## src/rtts_pkg.sv

```systemverilog
// ----------------------------------------------------------------------------
// rtts_pkg
// Shared constants, types and helpers for the round-trip statistics core.
// ----------------------------------------------------------------------------
package rtts_pkg;

  localparam int COUNT_W  = 16;
  localparam int RTT_W    = 24;
  localparam int FRAC_W   = 8;
  localparam int MEAN_W   = RTT_W + FRAC_W;
  localparam int DEV_W    = 32;
  localparam int STAMP_W  = 64;
  localparam int DP_W     = 64;
  localparam int LOSS_W   = 7;
  localparam int PERCENT  = 100;
  // (sent - received) * 100 needs seven more bits than a count.
  localparam int NUM_W    = COUNT_W + 7;
  localparam int STEP_W   = $clog2(DP_W + 1);

  localparam int IN_DATA_W  = 2 * STAMP_W;
  // All result fields add up to 176 bits, a whole number of bytes.
  localparam int OUT_DATA_W = 2 * COUNT_W + LOSS_W + 1 + 3 * RTT_W + MEAN_W + DEV_W;

  localparam logic [COUNT_W-1:0] COUNT_MAX = '1;
  localparam logic [RTT_W-1:0]   RTT_MAX   = '1;

  localparam logic [0:0] OP_SENT     = 1'b0;
  localparam logic [0:0] OP_RECEIVED = 1'b1;

  // Modes of the shared step unit.
  localparam logic [2:0] MODE_ADD  = 3'd0;
  localparam logic [2:0] MODE_SUB  = 3'd1;
  localparam logic [2:0] MODE_DIV  = 3'd2;
  localparam logic [2:0] MODE_MUL  = 3'd3;
  localparam logic [2:0] MODE_SQRT = 3'd4;

  typedef logic [DP_W-1:0] dp_word_t;

  typedef struct packed {
    dp_word_t acc;
    dp_word_t sh;
    dp_word_t opd;
  } rtts_dp_t;

  function automatic logic [MEAN_W-1:0] abs_diff(input logic [MEAN_W-1:0] a,
                                                  input logic [MEAN_W-1:0] b);
    abs_diff = (a >= b) ? (a - b) : (b - a);
  endfunction

endpackage

```

## src/rtts_step_unit.sv

```systemverilog
// ----------------------------------------------------------------------------
// rtts_step_unit
// The single 64-bit adder of the core and the per-mode operand and update
// selection around it: a sum or difference, or one bit of a restoring division,
// one bit of a shift-and-add product or one two-bit square root digit per cycle.
// ----------------------------------------------------------------------------
module rtts_step_unit (
  input  logic [2:0]               mode,
  input  rtts_pkg::rtts_dp_t       cur,
  input  rtts_pkg::dp_word_t       ext_p,
  input  rtts_pkg::dp_word_t       ext_q,
  output rtts_pkg::rtts_dp_t       nxt,
  output rtts_pkg::dp_word_t       res,
  output logic                     carry
);
  import rtts_pkg::*;

  dp_word_t        p;
  dp_word_t        q;
  logic            sub;
  logic [DP_W:0]   sum;

  always_comb begin
    p   = ext_p;
    q   = ext_q;
    sub = 1'b0;
    case (mode)
      MODE_ADD: begin
        sub = 1'b0;
      end
      MODE_SUB: begin
        sub = 1'b1;
      end
      MODE_DIV: begin
        p   = {cur.acc[DP_W-2:0], cur.sh[DP_W-1]};
        q   = cur.opd;
        sub = 1'b1;
      end
      MODE_MUL: begin
        p   = {cur.acc[DP_W-2:0], 1'b0};
        q   = cur.sh[DP_W-1] ? cur.opd : '0;
      end
      MODE_SQRT: begin
        p   = {cur.acc[DP_W-3:0], cur.sh[DP_W-1:DP_W-2]};
        q   = {cur.opd[DP_W-3:0], 2'b01};
        sub = 1'b1;
      end
      default: begin
        sub = 1'b0;
      end
    endcase

    // With subtraction the carry out is set when p >= q.
    sum   = {1'b0, p} + {1'b0, (sub ? ~q : q)} + {{DP_W{1'b0}}, sub};
    res   = sum[DP_W-1:0];
    carry = sum[DP_W];

    nxt = cur;
    case (mode)
      MODE_DIV: begin
        nxt.acc = carry ? res : p;
        nxt.sh  = {cur.sh[DP_W-2:0], carry};
      end
      MODE_MUL: begin
        nxt.acc = res;
        nxt.sh  = {cur.sh[DP_W-2:0], 1'b0};
      end
      MODE_SQRT: begin
        nxt.acc = carry ? res : p;
        nxt.opd = {cur.opd[DP_W-2:0], carry};
        nxt.sh  = {cur.sh[DP_W-3:0], 2'b00};
      end
      default: begin
        nxt = cur;
      end
    endcase
  end

endmodule

```

## src/rtt_running_statistics_core.sv

```systemverilog
// ----------------------------------------------------------------------------
// rtt_running_statistics_core
// Round-trip statistics for echo probes: counts, loss percentage, minimum,
// maximum, running mean and standard deviation of the round trips.
// ----------------------------------------------------------------------------
// A reply word runs the mean division, product, variance division and square root,
// then the loss division; a sent word runs only the loss division, which is skipped
// when nothing is lost. The next word is taken in the cycle after the result is loaded,
// later while a previous result still waits for out_tready. The shared adder in
// rtts_step_unit gives one quotient bit, product bit or root digit a cycle.
// Synchronous active-low reset clears counts and statistics.
module rtt_running_statistics_core (
  input  logic                              clk,
  input  logic                              rst_n,
  input  logic                              in_tvalid,
  output logic                              in_tready,
  // send_stamp [63:0], receive_stamp [127:64]
  input  logic [rtts_pkg::IN_DATA_W-1:0]    in_tdata,
  // operation [0]
  input  logic                              in_tuser,
  output logic                              out_tvalid,
  input  logic                              out_tready,
  // sent_total [15:0], received_total [31:16], loss_percent [38:32],
  // has_samples [39], last_rtt [63:40], min_rtt [87:64], max_rtt [111:88],
  // mean_rtt [143:112], deviation_rtt [175:144]
  output logic [rtts_pkg::OUT_DATA_W-1:0]   out_tdata
);
  import rtts_pkg::*;

  localparam logic [3:0] ST_IDLE      = 4'd0;
  localparam logic [3:0] ST_EVT       = 4'd1;
  localparam logic [3:0] ST_MEAN      = 4'd2;
  localparam logic [3:0] ST_RUN       = 4'd3;
  localparam logic [3:0] ST_MEAN_DONE = 4'd4;
  localparam logic [3:0] ST_MUL       = 4'd5;
  localparam logic [3:0] ST_MUL_DONE  = 4'd6;
  localparam logic [3:0] ST_VAR       = 4'd7;
  localparam logic [3:0] ST_SQRT      = 4'd8;
  localparam logic [3:0] ST_SQRT_DONE = 4'd9;
  localparam logic [3:0] ST_LOSS      = 4'd10;
  localparam logic [3:0] ST_LOSS_DONE = 4'd11;
  localparam logic [3:0] ST_OUT       = 4'd12;

  logic [3:0]            state_r, state_nxt;
  logic [3:0]            ret_r, ret_nxt;
  logic [STEP_W-1:0]     cnt_r, cnt_nxt;
  logic [2:0]            mode_r, mode_nxt;
  rtts_dp_t              dp_r, dp_nxt;

  logic                  op_r;
  logic [STAMP_W-1:0]    send_r;
  logic [STAMP_W-1:0]    recv_r;

  logic [COUNT_W-1:0]    sent_r, sent_nxt;
  logic [COUNT_W-1:0]    rcvd_r, rcvd_nxt;
  logic [RTT_W-1:0]      min_r, min_nxt;
  logic [RTT_W-1:0]      max_r, max_nxt;
  logic [MEAN_W-1:0]     mean_r, mean_nxt;
  logic [MEAN_W-1:0]     old_mean_r, old_mean_nxt;
  logic                  ge_r, ge_nxt;
  dp_word_t              sum_r, sum_nxt;
  logic [DEV_W-1:0]      dev_r, dev_nxt;
  logic [RTT_W-1:0]      rtt_r, rtt_nxt;
  logic [LOSS_W-1:0]     loss_r, loss_nxt;

  logic                  out_valid_r, out_valid_nxt;
  logic [OUT_DATA_W-1:0] out_data_r, out_data_nxt;

  logic [2:0]            alu_mode;
  dp_word_t              alu_p, alu_q, alu_res;
  logic                  alu_carry;
  rtts_dp_t              step_nxt;

  logic [MEAN_W-1:0]     x_val;
  logic [RTT_W-1:0]      rtt_c;
  logic [NUM_W-1:0]      loss_num;
  logic                  has_samples;
  logic                  in_accept;

  assign in_tready   = (state_r == ST_IDLE);
  assign in_accept   = in_tvalid && in_tready;
  assign out_tvalid  = out_valid_r;
  assign out_tdata   = out_data_r;
  assign x_val       = {rtt_r, {FRAC_W{1'b0}}};
  assign has_samples = (rcvd_r != '0);
  assign loss_num    = NUM_W'(sent_r - rcvd_r) * NUM_W'(PERCENT);

  // The round trip comes from the shared adder while the event is decoded.
  assign rtt_c = !alu_carry ? '0 :
                 (alu_res[DP_W-1:RTT_W] != '0) ? RTT_MAX : alu_res[RTT_W-1:0];

  always_comb begin
    alu_mode = MODE_ADD;
    alu_p    = '0;
    alu_q    = '0;
    case (state_r)
      ST_RUN: begin
        alu_mode = mode_r;
      end
      ST_EVT: begin
        alu_mode = MODE_SUB;
        alu_p    = recv_r;
        alu_q    = send_r;
      end
      ST_MEAN_DONE: begin
        alu_mode = ge_r ? MODE_ADD : MODE_SUB;
        alu_p    = DP_W'(mean_r);
        alu_q    = DP_W'(dp_r.sh[MEAN_W-1:0]);
      end
      ST_MUL_DONE: begin
        alu_mode = MODE_ADD;
        alu_p    = sum_r;
        alu_q    = dp_r.acc;
      end
      default: begin
        alu_mode = MODE_ADD;
      end
    endcase
  end

  rtts_step_unit u_step (
    .mode  (alu_mode),
    .cur   (dp_r),
    .ext_p (alu_p),
    .ext_q (alu_q),
    .nxt   (step_nxt),
    .res   (alu_res),
    .carry (alu_carry)
  );

  always_comb begin
    state_nxt     = state_r;
    ret_nxt       = ret_r;
    cnt_nxt       = cnt_r;
    mode_nxt      = mode_r;
    dp_nxt        = dp_r;
    sent_nxt      = sent_r;
    rcvd_nxt      = rcvd_r;
    min_nxt       = min_r;
    max_nxt       = max_r;
    mean_nxt      = mean_r;
    old_mean_nxt  = old_mean_r;
    ge_nxt        = ge_r;
    sum_nxt       = sum_r;
    dev_nxt       = dev_r;
    rtt_nxt       = rtt_r;
    loss_nxt      = loss_r;
    out_valid_nxt = out_valid_r && !out_tready;
    out_data_nxt  = out_data_r;

    case (state_r)
      ST_IDLE: begin
        if (in_accept) begin
          state_nxt = ST_EVT;
        end
      end
      ST_EVT: begin
        if (op_r == OP_RECEIVED) begin
          rtt_nxt = rtt_c;
          if (rcvd_r != COUNT_MAX) begin
            rcvd_nxt = rcvd_r + 1'b1;
          end
          if (!has_samples || rtt_c < min_r) begin
            min_nxt = rtt_c;
          end
          if (rtt_c > max_r) begin
            max_nxt = rtt_c;
          end
          state_nxt = ST_MEAN;
        end else begin
          rtt_nxt = '0;
          if (sent_r != COUNT_MAX) begin
            sent_nxt = sent_r + 1'b1;
          end
          state_nxt = ST_LOSS;
        end
      end
      ST_MEAN: begin
        old_mean_nxt = mean_r;
        ge_nxt       = (x_val >= mean_r);
        dp_nxt.acc   = '0;
        dp_nxt.sh    = {abs_diff(x_val, mean_r), {(DP_W-MEAN_W){1'b0}}};
        dp_nxt.opd   = DP_W'(rcvd_r);
        mode_nxt     = MODE_DIV;
        cnt_nxt      = STEP_W'(MEAN_W);
        ret_nxt      = ST_MEAN_DONE;
        state_nxt    = ST_RUN;
      end
      ST_RUN: begin
        dp_nxt  = step_nxt;
        cnt_nxt = cnt_r - 1'b1;
        if (cnt_r == STEP_W'(1)) begin
          state_nxt = ret_r;
        end
      end
      ST_MEAN_DONE: begin
        mean_nxt  = alu_res[MEAN_W-1:0];
        state_nxt = ST_MUL;
      end
      ST_MUL: begin
        dp_nxt.acc = '0;
        dp_nxt.sh  = {abs_diff(x_val, old_mean_r), {(DP_W-MEAN_W){1'b0}}};
        dp_nxt.opd = DP_W'(abs_diff(x_val, mean_r));
        mode_nxt   = MODE_MUL;
        cnt_nxt    = STEP_W'(MEAN_W);
        ret_nxt    = ST_MUL_DONE;
        state_nxt  = ST_RUN;
      end
      ST_MUL_DONE: begin
        sum_nxt   = alu_carry ? '1 : alu_res;
        state_nxt = ST_VAR;
      end
      ST_VAR: begin
        dp_nxt.acc = '0;
        dp_nxt.sh  = sum_r;
        dp_nxt.opd = DP_W'(rcvd_r);
        mode_nxt   = MODE_DIV;
        cnt_nxt    = STEP_W'(DP_W);
        ret_nxt    = ST_SQRT;
        state_nxt  = ST_RUN;
      end
      ST_SQRT: begin
        // The quotient left in the shift register is the radicand.
        dp_nxt.acc = '0;
        dp_nxt.opd = '0;
        mode_nxt   = MODE_SQRT;
        cnt_nxt    = STEP_W'(DP_W / 2);
        ret_nxt    = ST_SQRT_DONE;
        state_nxt  = ST_RUN;
      end
      ST_SQRT_DONE: begin
        dev_nxt   = dp_r.opd[DEV_W-1:0];
        state_nxt = ST_LOSS;
      end
      ST_LOSS: begin
        if (sent_r != '0 && sent_r > rcvd_r) begin
          dp_nxt.acc = '0;
          dp_nxt.sh  = {loss_num, {(DP_W-NUM_W){1'b0}}};
          dp_nxt.opd = DP_W'(sent_r);
          mode_nxt   = MODE_DIV;
          cnt_nxt    = STEP_W'(NUM_W);
          ret_nxt    = ST_LOSS_DONE;
          state_nxt  = ST_RUN;
        end else begin
          loss_nxt  = '0;
          state_nxt = ST_OUT;
        end
      end
      ST_LOSS_DONE: begin
        loss_nxt  = dp_r.sh[LOSS_W-1:0];
        state_nxt = ST_OUT;
      end
      ST_OUT: begin
        if (!out_valid_r || out_tready) begin
          out_valid_nxt = 1'b1;
          out_data_nxt  = {dev_r, mean_r, max_r,
                           (has_samples ? min_r : {RTT_W{1'b0}}),
                           rtt_r, has_samples, loss_r, rcvd_r, sent_r};
          state_nxt     = ST_IDLE;
        end
      end
      default: begin
        state_nxt = ST_IDLE;
      end
    endcase
  end

  always_ff @(posedge clk) begin
    if (!rst_n) begin
      state_r     <= ST_IDLE;
      ret_r       <= ST_IDLE;
      cnt_r       <= '0;
      mode_r      <= MODE_ADD;
      out_valid_r <= 1'b0;
      sent_r      <= '0;
      rcvd_r      <= '0;
      min_r       <= RTT_MAX;
      max_r       <= '0;
      mean_r      <= '0;
      sum_r       <= '0;
      dev_r       <= '0;
    end else begin
      state_r     <= state_nxt;
      ret_r       <= ret_nxt;
      cnt_r       <= cnt_nxt;
      mode_r      <= mode_nxt;
      out_valid_r <= out_valid_nxt;
      sent_r      <= sent_nxt;
      rcvd_r      <= rcvd_nxt;
      min_r       <= min_nxt;
      max_r       <= max_nxt;
      mean_r      <= mean_nxt;
      sum_r       <= sum_nxt;
      dev_r       <= dev_nxt;
    end
  end

  always_ff @(posedge clk) begin
    if (in_accept) begin
      op_r   <= in_tuser;
      send_r <= in_tdata[STAMP_W-1:0];
      recv_r <= in_tdata[IN_DATA_W-1:STAMP_W];
    end
    dp_r       <= dp_nxt;
    old_mean_r <= old_mean_nxt;
    ge_r       <= ge_nxt;
    rtt_r      <= rtt_nxt;
    loss_r     <= loss_nxt;
    out_data_r <= out_data_nxt;
  end

  // The loss figure never exceeds one hundred per cent.
  a_loss_range : assert property (@(posedge clk) disable iff (!rst_n)
    out_valid_r |-> (out_data_r[2*COUNT_W +: LOSS_W] <= LOSS_W'(PERCENT)))
    else $error("loss percentage out of range");

  // Once samples exist the minimum never lies above the maximum.
  a_min_max : assert property (@(posedge clk) disable iff (!rst_n)
    (state_r == ST_OUT && has_samples) |-> (min_r <= max_r))
    else $error("minimum above maximum");

  // The running mean stays within the range of the samples.
  a_mean_hull : assert property (@(posedge clk) disable iff (!rst_n)
    (state_r == ST_OUT && has_samples) |->
      (mean_r >= {min_r, {FRAC_W{1'b0}}} && mean_r <= {max_r, {FRAC_W{1'b0}}}))
    else $error("mean outside sample range");

  // An iteration run always has steps left to do.
  a_run_count : assert property (@(posedge clk) disable iff (!rst_n)
    (state_r == ST_RUN) |-> (cnt_r != '0))
    else $error("iteration run with zero count");

  // A word is only accepted once the previous result has been loaded.
  a_accept_after_out : assert property (@(posedge clk) disable iff (!rst_n)
    in_accept |-> $past(state_r == ST_OUT || state_r == ST_IDLE))
    else $error("word accepted while busy");

endmodule
```

## config.mk

```make
export PLATFORM = sky130hd
export DESIGN_NAME = rtt_running_statistics_core
export DESIGN_NICKNAME = d
export VERILOG_FILES = /design/src/rtts_pkg.sv /design/src/rtts_step_unit.sv /design/src/rtt_running_statistics_core.sv
export SDC_FILE = /design/constraint.sdc
export NUM_CORES = 2
export LEC_CHECK = 0
export ABC_AREA = 0
export BUFFER_PORTS_ARGS = -buffer_cell sky130_fd_sc_hd__buf_2
export CAP_MARGIN = 20
export CELL_PAD_IN_SITES_DETAIL_PLACEMENT = 0
export CELL_PAD_IN_SITES_GLOBAL_PLACEMENT = 2
export CORE_MARGIN = 5
export CORE_UTILIZATION = 30
export DETAILED_ROUTE_END_ITERATION = 12
export HOLD_SLACK_MARGIN = 0.05
export PLACE_DENSITY = 0.62
export SYNTH_ARGS = -nofsm -noshare
export SYNTH_HDL_FRONTEND = slang
export SYNTH_HIERARCHICAL = 1
export SYNTH_SLANG_ARGS = --single-unit
```

## constraint.sdc

```tcl
create_clock -name clk -period 26 [get_ports clk]
set_input_delay 1.3 -clock clk [delete_from_list [all_inputs] [get_ports clk]]
set_output_delay 1.3 -clock clk [all_outputs]
set_load 0.01 [all_outputs]
```

==> impl_metrics.tcl <==
set metrics [dict create \
    grt_pass1_vias 41250 \
    setup-tns-final_ns 0 \
    die_area_um2 169900 \
    rows 147 \
    irDropWorstVdd_mv 0.06806 \
    final_hold_viol_count 0 \
    drv_cap 0 \
    crit_fanout 49 \
    p_sw_frac 0.4851 \
    place.gp.congestion 0.9082 \
    synthFlopType "edfxtp_1" \
    die_w_um 412.2 \
    grtUsageTotal 0.2545 \
    cpMostUsedCell "buf_4" \
    numCtsBuffers 96 \
    grt_overflow 0 \
    ys_warn_count 6 \
    crit_family "simple AND/OR/NAND/NOR gates" \
    cts_resized 0 \
    synth_area_per_cell_um2 9.287 \
    power.internal_uw 3798 \
    synthesis.nets 5653 \
    p_switching_uw 3578 \
    drc 3 \
    cts_sinks 788 \
    yosys.area.top_type_share 0.3471 \
    rsz0062_at_grt "false" \
    combPwrFrac 0.512 \
    cpMaxStageDelayCell "nand3_1" \
    antenna_found_initial 26 \
    wl_per_cell_um 29.23 \
    multi_input_area_um2 24680 \
    pwr-share-clk 0.194 \
    route.vias.total 42650 \
    fin_crit_ns 12.47 \
    fin_crit_sh 0.4795 \
    fp.coreArea_um2 160800 \
    grt_max_degree 201 \
    regArea_um2 21390 \
    worstSetupStartpointType "flop" \
    syn_to_final_growth_pct 15.05 \
    min_path_type "flop to flop" \
    seq_power_share 0.293 \
    place_hpwl_um 165500 \
    synthMostInstantiatedCell "nand2_1" \
    max_stage_delay_ns 0.79 \
    htreeDepth 3 \
    final.setup_skew_ns 0.03883 \
    violations "DRC" \
    p_leak_uw 0.02261 \
    required_ns 26.57 \
    synth_top_cell_by_area "edfxtp_1" \
    grt_pass1_wl_um 315900 \
    synth_seq_cells 788 \
    finalPower_uw 7376 \
    ys_types 101 \
    io-pin-count 311 \
    firstDrtPassIters 13 \
    status "finished, violations left" \
    synth_area_leaders "edfxtp_1 (35%), dfxtp_1 (9.4%), ha_1 (7.1%), nand2_1 (5.3%), nor2_1 (3.4%)" \
    start_util 0.3019 \
    synth-edff-count 561 \
    drv_slew 0 \
    power_density_nw_per_um2 132.1 \
    postSynthCellCount 5226 \
    viasPerCell 5.583 \
    cts_max_path_buffers 3 \
    nets 5816 \
    clk_pin_slew_worst_paths_ns 0.06 \
    syn_area_um2 48530 \
    synth-async-reset-ratio 0 \
    worstMarginPinSlew_ns 1.120 \
    cp.arrival_ns 13.04 \
    end_kind "flop" \
    fp.dieH_um 412.2 \
    cts_tree "done" \
    ctsHoldBuffers 0 \
    drtIter0Drc 5016 \
    fmax_ghz 0.08021 \
    cts-root-buf "clkbuf_16" \
    cts_setup_buffers 0 \
    fillers 16680 \
    insertion_delay_ns 0.75 \
    drt-total-wl_um 223300 \
    ant_nets 0 \
    relSlewSlack 0.2510 \
    port_buffers 310 \
    netlist_top_cells_count "nand2_1 (687), edfxtp_1 (561), nor2_1 (446)" \
    drive_gt1_frac 0.1244 \
    ys_seq_area_frac 0.4407 \
    worst-setup-path-type "flop to flop" \
    critPathBufInv 4 \
    finalSetupViolCount 0 \
]
flip-flops by register name, summed over array words and instances, names as in the netlist, 3 cells and up:
register	cells
send_r	64
rtt_r	24
dev_r	32
recv_r	64
old_mean_r	32
out_tdata	176
state_r	4
rcvd_r	16
loss_r	7
mean_r	32
ret_r	4
max_r	24
cnt_r	7
mode_r	3
min_r	24
sum_r	64
sent_r	16
dp_r	192
metrics by stage:
step / utilization / cells / instance area, um^2 / worst slack, ns / hold slack [ns]
finish: 0.3473 / 7638 / 55830 / 13.53 / 0.4171
global route: 0.3473 / 7633 / 55820 / 12.95 / 0.4381
CTS: 0.3469 / 7631 / 55770 / 13.81 / 0.4184
detailed placement: 0.3261 / 7449 / 52430 / 13.87 / 0.4045
global placement: 0.3261 / 7449 / 52430 / 13.92 / 0.4024
floorplan: - / 5226 / 48530 / 11.83 / 0.4003
final timing paths:
kind,cells past startpoint,to,start,slack [ns]
max reg2reg,34,min_r[6],state_r[0],13.53
min reg2reg,0,out_tdata[32],loss_r[0],0.42
max,34,min_r[6],state_r[0],13.53
min,0,out_tdata[32],loss_r[0],0.42
final cells by class:
class,count,area share
multi-input combinational,3751,0.4421
clock buffer,116,0.04603
sequential,788,0.3831
inverter,336,0.02272
timing repair buffer,416,0.04365
tap,2160,0.04840
clock inverter,66,0.01380
antenna,5,0.0002241
logic make-up (layout without fill, tap and decap cells):
group | Yosys count | count (layout) | synth area share
xor+xnor | 242 | 242 | 0.04396
other cells | 0 | 5 | 0
fa+ha+maj | 294 | 294 | 0.07889
buf+inv | 687 | 934 | 0.05491
flops | 788 | 788 | 0.4407
compound gates | 1386 | 1386 | 0.2015
simple gates | 1754 | 1754 | 0.1639
mux | 75 | 75 | 0.01611
layer usage:
metal | global-route usage | vias to the layer above | part of all wire
met5 | 0 | - | 0.000094
met4 | 0.06569 | 4 | 0.027
met3 | 0.03263 | 233 | 0.058
met2 | 0.4099 | 1591 | 0.46
met1 | 0.3611 | 21330 | 0.46
li1 | - | 19490 | -
power by group through the flow:
stage	Combinational (uW)	Sequential, uW	Clock [uW]
after floorplan	2350	1940	0
after CTS	3780	2160	1480
after global routing	4060	2180	1520
final	3780	2160	1430
after detailed placement	3750	2180	0
after global placement	3780	2190	0
layout by cell type, fill, tap and decap left out, types with 154 or more instances in the layout:
| master | instances |
|---|---|
| inv_1 | 333 |
| a222oi_1 | 154 |
| a21oi_1 | 326 |
| nor2_1 | 438 |
| edfxtp_1 | 561 |
| ha_1 | 274 |
| nor3_1 | 170 |
| o21ai_0 | 177 |
| nand2_1 | 681 |
| xnor2_1 | 162 |
| buf_2 | 310 |
| dfxtp_1 | 227 |
(Power assumes the default switching activity.)
